**config.mk**
```make
export PLATFORM = sky130hd
export DESIGN_NAME = spoe_ctrl
export DESIGN_NICKNAME = d
export VERILOG_FILES = /design/src/hw/rtl/spoe_pkg.sv /design/src/hw/rtl/spoe_ctrl.sv
export SDC_FILE = /design/constraint.sdc
export NUM_CORES = 1
export LEC_CHECK = 0
export BUFFER_PORTS_ARGS = -buffer_cell sky130_fd_sc_hd__buf_2
export CORE_MARGIN = 3
export CORE_UTILIZATION = 55
export CTS_CLUSTER_DIAMETER = 150
export DETAILED_ROUTE_END_ITERATION = 12
export HOLD_SLACK_MARGIN = 0.02
export PLACE_DENSITY = 0.78
export SLEW_MARGIN = 20
export SYNTH_ARGS = -nofsm -noshare
export SYNTH_HDL_FRONTEND = slang
export SYNTH_SLANG_ARGS = --single-unit
```
**constraint.sdc**
```tcl
create_clock -name clock -period 5.8 [get_ports clock]
set_clock_uncertainty 0.1 [all_clocks]
set_input_delay 0.58 -clock clock [delete_from_list [all_inputs] [get_ports clock]]
set_output_delay 0.58 -clock clock [all_outputs]
set_load 0.01 [all_outputs]
```
**src/hw/rtl/spoe_pkg.sv**
```systemverilog
// Shared types and constants for the slot pool with oldest-slot eviction.
// Holds the request and response beat layouts and the link memory command.
// Depends on nothing; every other file in the block imports it.
`default_nettype none

package spoe_pkg;

   localparam int SLOT_FIELD_W  = 10;
   localparam int COUNT_FIELD_W = 11;
   localparam int CSR_ADDR_W    = 3;
   localparam int CSR_DATA_W    = 32;

   localparam logic [COUNT_FIELD_W-1:0] MAX_ACTIVE_RESET = 11'd1024;

   // Register index as decoded from paddr[2].
   localparam logic REG_MAX_ACTIVE = 1'b0;

   typedef enum logic [1:0] {
      OP_ALLOC = 2'd0,
      OP_FREE  = 2'd1,
      OP_CLEAR = 2'd2,
      OP_NOP   = 2'd3
   } op_type;

   typedef struct packed {
      op_type                  op;
      logic [SLOT_FIELD_W-1:0] slot_in;
   } req_type;

   typedef struct packed {
      logic [SLOT_FIELD_W-1:0]  slot_out;
      logic                     evicted;
      logic [SLOT_FIELD_W-1:0]  evicted_slot;
      logic                     fault;
      logic [COUNT_FIELD_W-1:0] active_count;
   } rsp_type;

   // Controls for the two link memories: one read of both at the same slot,
   // one write to the successor memory and field writes to the side memory.
   typedef struct packed {
      logic rd_en;
      logic next_we;
      logic act_we;
      logic prev_we;
      logic act_val;
   } mem_cmd_type;

endpackage

`default_nettype wire

```
**src/hw/rtl/spoe_ctrl.sv**
```systemverilog
// Sequencer for the slot pool: list heads, counters, fill mark and the
// read-modify-write steps on the link memories, plus the response register.
// Depends on spoe_pkg for beat layouts, operation codes and memory commands.
`default_nettype none

module spoe_ctrl import spoe_pkg::*; #(
   parameter  int POOL_SLOTS = 1024,
   localparam int SLOT_W     = $clog2(POOL_SLOTS),
   localparam int CNT_W      = $clog2(POOL_SLOTS + 1)
) (
   input  wire logic                     clock,
   input  wire logic                     reset,
   input  wire logic                     req_valid,
   output logic                          req_ready,
   input  wire req_type                  req_data,
   output logic                          rsp_valid,
   input  wire logic                     rsp_ready,
   output rsp_type                       rsp_data,
   input  wire logic [COUNT_FIELD_W-1:0] max_active,
   output mem_cmd_type                   mem_cmd,
   output logic      [SLOT_W-1:0]        rd_addr,
   output logic      [SLOT_W-1:0]        next_addr,
   output logic      [SLOT_W-1:0]        next_data,
   output logic      [SLOT_W-1:0]        side_addr,
   output logic      [SLOT_W-1:0]        prev_data,
   input  wire logic [SLOT_W-1:0]        next_q,
   input  wire logic [SLOT_W-1:0]        prev_q,
   input  wire logic                     act_q
);

   localparam int CMP_W = (CNT_W + 1 > COUNT_FIELD_W) ? CNT_W + 1 : COUNT_FIELD_W;
   localparam logic [CNT_W-1:0] POOL_COUNT = CNT_W'(POOL_SLOTS);
   localparam logic [CNT_W-1:0] COUNT_ONE  = CNT_W'(1);

   typedef enum logic [1:0] {
      ST_IDLE,
      ST_EXEC,
      ST_TAIL
   } state_type;

   state_type         state_ff, state_in;
   logic              rsp_valid_ff, rsp_valid_in;
   rsp_type           rsp_data_ff, rsp_data_in;
   op_type            op_ff, op_in;
   logic [SLOT_W-1:0] sin_ff, sin_in;
   logic              sin_ok_ff, sin_ok_in;
   logic [SLOT_W-1:0] free_head_ff, free_head_in;
   logic              free_empty_ff, free_empty_in;
   logic [SLOT_W-1:0] newest_ff, newest_in;
   logic [SLOT_W-1:0] oldest_ff, oldest_in;
   logic [CNT_W-1:0]  total_ff, total_in;
   logic [CNT_W-1:0]  mark_ff, mark_in;

   logic              out_free;
   logic              accept;
   logic [SLOT_W-1:0] req_idx;
   logic              req_ok;
   logic [CNT_W-1:0]  total_dec;
   logic              use_free;
   logic [SLOT_W-1:0] alloc_slot;
   logic              alloc_pristine;
   logic [SLOT_W-1:0] alloc_succ;
   logic [CNT_W-1:0]  alloc_total;
   logic              alloc_linked;
   logic              free_active;
   logic              is_old;
   logic              is_new;
   logic              middle;

   assign out_free  = !rsp_valid_ff || rsp_ready;
   assign req_ready = (state_ff == ST_IDLE);
   assign accept    = req_valid && req_ready;
   assign req_idx   = SLOT_W'(req_data.slot_in);
   assign req_ok    = 32'(req_data.slot_in) < 32'(POOL_SLOTS);
   assign total_dec = (total_ff != '0) ? total_ff - COUNT_ONE : '0;

   assign use_free = !free_empty_ff &&
                     ((total_ff == '0) ||
                      (CMP_W'(total_ff) + CMP_W'(1) < CMP_W'(max_active)));
   assign alloc_slot = use_free ? free_head_ff : oldest_ff;

   // Slots at or above the fill mark have never been touched since the last
   // clear, so their successor is simply the next index, wrapping to zero.
   assign alloc_pristine = CNT_W'(alloc_slot) >= mark_ff;
   assign alloc_succ     = (CNT_W'(alloc_slot) + COUNT_ONE == POOL_COUNT) ? '0 :
                           SLOT_W'(CNT_W'(alloc_slot) + COUNT_ONE);
   assign alloc_total    = use_free ? total_ff + COUNT_ONE : total_dec + COUNT_ONE;
   assign alloc_linked   = use_free ? (total_ff != '0) : (total_dec != '0);

   assign free_active = sin_ok_ff && (CNT_W'(sin_ff) < mark_ff) && act_q;
   assign is_old      = (sin_ff == oldest_ff);
   assign is_new      = (sin_ff == newest_ff);
   assign middle      = free_active && !is_old && !is_new;

   always_comb begin
      state_in      = state_ff;
      rsp_valid_in  = rsp_valid_ff && !rsp_ready;
      rsp_data_in   = rsp_data_ff;
      op_in         = op_ff;
      sin_in        = sin_ff;
      sin_ok_in     = sin_ok_ff;
      free_head_in  = free_head_ff;
      free_empty_in = free_empty_ff;
      newest_in     = newest_ff;
      oldest_in     = oldest_ff;
      total_in      = total_ff;
      mark_in       = mark_ff;
      mem_cmd       = '0;
      rd_addr       = alloc_slot;
      next_addr     = newest_ff;
      next_data     = alloc_slot;
      side_addr     = alloc_slot;
      prev_data     = newest_ff;

      case (state_ff)
         ST_IDLE: begin
            if (accept) begin
               mem_cmd.rd_en = 1'b1;
               rd_addr       = (req_data.op == OP_FREE) ? req_idx : alloc_slot;
               op_in         = req_data.op;
               sin_in        = req_idx;
               sin_ok_in     = req_ok;
               state_in      = ST_EXEC;
            end
         end
         ST_EXEC: begin
            case (op_ff)
               OP_ALLOC: begin
                  if (out_free) begin
                     mem_cmd.next_we = alloc_linked;
                     mem_cmd.act_we  = 1'b1;
                     mem_cmd.act_val = 1'b1;
                     mem_cmd.prev_we = alloc_linked;
                     if (use_free) begin
                        free_head_in = alloc_pristine ? alloc_succ : next_q;
                        if (alloc_pristine) begin
                           mark_in = mark_ff + COUNT_ONE;
                        end
                     end
                     if (!alloc_linked) begin
                        oldest_in = alloc_slot;
                     end else if (!use_free) begin
                        oldest_in = next_q;
                     end
                     newest_in     = alloc_slot;
                     total_in      = alloc_total;
                     free_empty_in = alloc_total >= POOL_COUNT;
                     rsp_data_in.slot_out     = SLOT_FIELD_W'(alloc_slot);
                     rsp_data_in.evicted      = !use_free;
                     rsp_data_in.evicted_slot = use_free ? '0 : SLOT_FIELD_W'(alloc_slot);
                     rsp_data_in.fault        = 1'b0;
                     rsp_data_in.active_count = COUNT_FIELD_W'(alloc_total);
                     rsp_valid_in = 1'b1;
                     state_in     = ST_IDLE;
                  end
               end
               OP_FREE: begin
                  if (middle) begin
                     // Bridge the neighbours first; the slot itself goes on
                     // the free chain in the next step.
                     mem_cmd.next_we = 1'b1;
                     mem_cmd.prev_we = 1'b1;
                     next_addr       = prev_q;
                     next_data       = next_q;
                     side_addr       = next_q;
                     prev_data       = prev_q;
                     state_in        = ST_TAIL;
                  end else if (out_free) begin
                     if (free_active) begin
                        mem_cmd.next_we = 1'b1;
                        mem_cmd.act_we  = 1'b1;
                        next_addr       = sin_ff;
                        next_data       = free_head_ff;
                        side_addr       = sin_ff;
                        if (is_old && !is_new) begin
                           oldest_in = next_q;
                        end
                        if (is_new && !is_old) begin
                           newest_in = prev_q;
                        end
                        free_head_in  = sin_ff;
                        free_empty_in = 1'b0;
                        total_in      = total_dec;
                     end
                     rsp_data_in              = '0;
                     rsp_data_in.fault        = !free_active;
                     rsp_data_in.active_count = COUNT_FIELD_W'(free_active ? total_dec : total_ff);
                     rsp_valid_in = 1'b1;
                     state_in     = ST_IDLE;
                  end
               end
               OP_CLEAR: begin
                  if (out_free) begin
                     mark_in       = '0;
                     free_head_in  = '0;
                     free_empty_in = 1'b0;
                     total_in      = '0;
                     rsp_data_in   = '0;
                     rsp_valid_in  = 1'b1;
                     state_in      = ST_IDLE;
                  end
               end
               default: begin
                  if (out_free) begin
                     rsp_data_in              = '0;
                     rsp_data_in.active_count = COUNT_FIELD_W'(total_ff);
                     rsp_valid_in = 1'b1;
                     state_in     = ST_IDLE;
                  end
               end
            endcase
         end
         ST_TAIL: begin
            if (out_free) begin
               mem_cmd.next_we = 1'b1;
               mem_cmd.act_we  = 1'b1;
               next_addr       = sin_ff;
               next_data       = free_head_ff;
               side_addr       = sin_ff;
               free_head_in    = sin_ff;
               free_empty_in   = 1'b0;
               total_in        = total_dec;
               rsp_data_in              = '0;
               rsp_data_in.active_count = COUNT_FIELD_W'(total_dec);
               rsp_valid_in = 1'b1;
               state_in     = ST_IDLE;
            end
         end
         default: begin
            state_in = ST_IDLE;
         end
      endcase
   end

   always_ff @(posedge clock) begin
      if (reset) begin
         state_ff      <= ST_IDLE;
         rsp_valid_ff  <= 1'b0;
         free_head_ff  <= '0;
         free_empty_ff <= 1'b0;
         newest_ff     <= '0;
         oldest_ff     <= '0;
         total_ff      <= '0;
         mark_ff       <= '0;
      end else begin
         state_ff      <= state_in;
         rsp_valid_ff  <= rsp_valid_in;
         free_head_ff  <= free_head_in;
         free_empty_ff <= free_empty_in;
         newest_ff     <= newest_in;
         oldest_ff     <= oldest_in;
         total_ff      <= total_in;
         mark_ff       <= mark_in;
      end
      rsp_data_ff <= rsp_data_in;
      op_ff       <= op_in;
      sin_ff      <= sin_in;
      sin_ok_ff   <= sin_ok_in;
   end

   assign rsp_valid = rsp_valid_ff;
   assign rsp_data  = rsp_data_ff;

endmodule

`default_nettype wire

```
==> metrics <==
Synth area leader=edfxtp_1; clock sinks=101; top-area cell type share of the netlist area=15.7%; Worst slew margin=roughly 22%; cell family with most CP delay=compound AO/OA/AOI/OAI gates; die width=131 microns; IO Pins=138; root buffer cell=clkbuf_16; ys flop type=dfxtp_1; Req. time, crit path=5940 ps; setup_tns=0 ps; Nets=1307; compound-cell area share of the yosys netlist=26.9%; post-synthesis sequential area ratio=between 20% and 30%; first-pass GRT wire length=48700 microns; worst path cell trace=and4_1 > and4_1 > nand3_1 > xnor2_1 > ha_1 > a21o_1 > a211o_1 > a41oi_1 > o21a_2 > nor2_2 > buf_4 > a21oi_4 > inv_2 > ha_1 > nand3_1 > a21oi_1 > o311ai_0 > a21oi_1 > o221ai_2 > a211oi_2 > buf_4 > a21o_1 > nor2_1; Worst path max stage delay=420 ps; Final Max Tran Viols=0; GPL Wtd Cong=roughly 1; clk slew on worst S/H paths=around 80 ps; Remaining Overflow, GRT=0; Peak VDD IR=143 uV; CP arrival=~5700 ps; IO Port Bufs=137; crit share post-route=a little over nine tenths; hold_buf cts=0; DRT Pass-1 Iters=7; Post-synth EDFFs=45; fin crit period=5530 ps; FP Rows=45; pwr/cell area=between 200 and 250 nW/um^2; CTS H-Tree Depth=3; asr flop ratio synth=0%; DIE AREA=between 15000 and 20000 sq um; total global-route track usage=37.2%; P&R area growth vs syn=14.2%; Synth Instances=1111; most common cell after layout, fill and taps aside=buf_2; latest clock arrival within the worst-skew pair=370 ps; Buf+Inv Stages, Crit Path=3; WS Path Type=flip-flop to flip-flop; final number of setup-violating endpoints=0; Design Area, Final=9800 sq um; Fin. Hold Viols=0; largest net degree at the start of global routing=45; DR vias/cell=6.55; Yosys cell types=88; ant diodes=0; CP endpoint kind=flip-flop; setup repair after global routing missed its margin=no; vias=9386; CTS buffer count=9; initial antenna violation count=0; Synth Area in XOR/XNOR=6.22%; Synth area leaders=edfxtp_1, dfxtp_1, ha_1; final WL=32000 microns; largest family of logic cells by synthesized area=compound AO/OA/AOI/OAI gates; register area=between 2000 and 2500 sq um; Synth Area in Simple Gates=between 20% and 30%; mux cell area share after synthesis=3.92%; FILL cells=around 1300; max_cap viols=0; Detail Placement HPWL=23700 microns; Placement Cell Area=9470 sq um; routed wire length per instance=about 22 microns; CP max FO=11; hold crit path type=primary input to flip-flop; Clock Path Buffers=2; fmax=roughly 180 MHz; Syn Area/Cell=approximately 7.7 sq um; drt initial violations=1080; syn nets=1201; multi-input logic area=5530 sq um; CTS tree=done; Initial Utilization=a little under three fifths; yosys warns=0; ANT nets after route=0; commonest non-fill, non-tap cells in the layout=buf_2, nand2_1, nor2_1, a21oi_1, o21ai_0; drc violations=0; slowest stage cell on the critical path=dfxtp_2; Static Leak=0.00419 uW; worst slew pin tran=1170 ps; status=finished clean; die height=131 microns; layout cell share with drive strength beyond 1=19.4%; vias in the first global route=8465; Core Region=15300 sq um; Synth Register Bits=101; R2R setup slack=between 200 and 300 ps; adder-cell share of the synthesized area=6.25%; synthesized cell area=8590 sq um; Critical Path Source Type=flip-flop
## metrics by stage
stage	setup slack, ps	util [%]	instances	hold WS (ps)	total power [uW]
after floorplan	748	-	1111	355	1340
after global placement	496	62.1	1417	374	1590
after detailed placement	321	62.1	1417	381	1590
after CTS	271	64.2	1433	300	2250
after global routing	27.0	64.3	1433	299	2370
final	274	64.3	1433	299	2280
## power by group
| part | leakage [uW] | internal [uW] | total [uW] | switching [uW] |
|---|---|---|---|---|
| Combinational | 0.00313 | 271 | 772 | 501 |
| Sequential | 0.000893 | 784 | 834 | 49.9 |
| Clock | 0.000159 | 352 | 674 | 323 |
## kinds of logic (layout without fill, tap and decap cells)
kind of cell,after synthesis,after routing
AOI/OAI and AO/OA,350,350
xor gates and xnor gates,61,61
adders and majority gates,43,43
buffers and inverters,144,255
DFF,101,101
muxes,32,32
and+or+nand+nor,380,380
## final cells by class
cell class                 instances  area share, %
inverter                          64           2.45
multi-input combinational        866           56.4
clock inverter                     7          0.995
tap                              211           2.69
clock buffer                       9           2.30
timing repair buffer             175           9.90
sequential                       101           25.2
## metal layers
layer / wire length [microns] / vias up / global-route usage (%)
li1: - / 4240 / -
met1: 12700 / 4284 / 52.8
met2: 13600 / 754 / 54.7
met3: 4450 / 108 / 8.58
met4: 1200 / 0 / 14.7
met5: 0 / - / 0
## path summary, 6_finish.rpt
path,to,from,cells past startpoint
min reg2reg,mark_ff[4],mark_ff[4],2
min,sin_ff[8],req_data[8],1
max reg2reg,mark_ff[7],total_ff[5],23
max,mark_ff[7],total_ff[5],23
## worst register-to-register path: stages (launching register included)
cell      delay, ps
dfxtp_2         420
and4_1          280
and4_1          290
nand3_1         130
xnor2_1         240
ha_1            280
a21o_1          160
a211o_1         280
a41oi_1         240
o21a_2          200
nor2_2          100
buf_4           210
a21oi_4         240
inv_2            90
ha_1            290
nand3_1          90
a21oi_1         130
o311ai_0        130
a21oi_1         340
o221ai_2        140
a211oi_2        320
buf_4           230
a21o_1          340
nor2_1          110
## flip-flops by register name, indices dropped and copies added (netlist names)
register	flops
rsp_data	33
op_ff	2
free_head_ff	10
sin_ff	10
mark_ff	11
newest_ff	10
state_ff	2
total_ff	11
rsp_valid	1
free_empty_ff	1
oldest_ff	10
## synthesized netlist by cell type (all sizes together) (21+ instances only)
library cell,n
nand2,125
nor2,120
a21oi,106
o21ai,91
inv,60
clkbuf,58
dfxtp,56
edfxtp,45
ha,42
xnor2,38
mux2i,28
nand3,28
xor2,23
buf,22
nor3,21
## timing repair
action,in CTS,in global routing
gates resized for setup,0,2
endpoints found under the setup margin,0,11
setup buffers,0,0
endpoints found under the hold margin,0,0
Note: power is estimated with default switching activity, not from simulation.
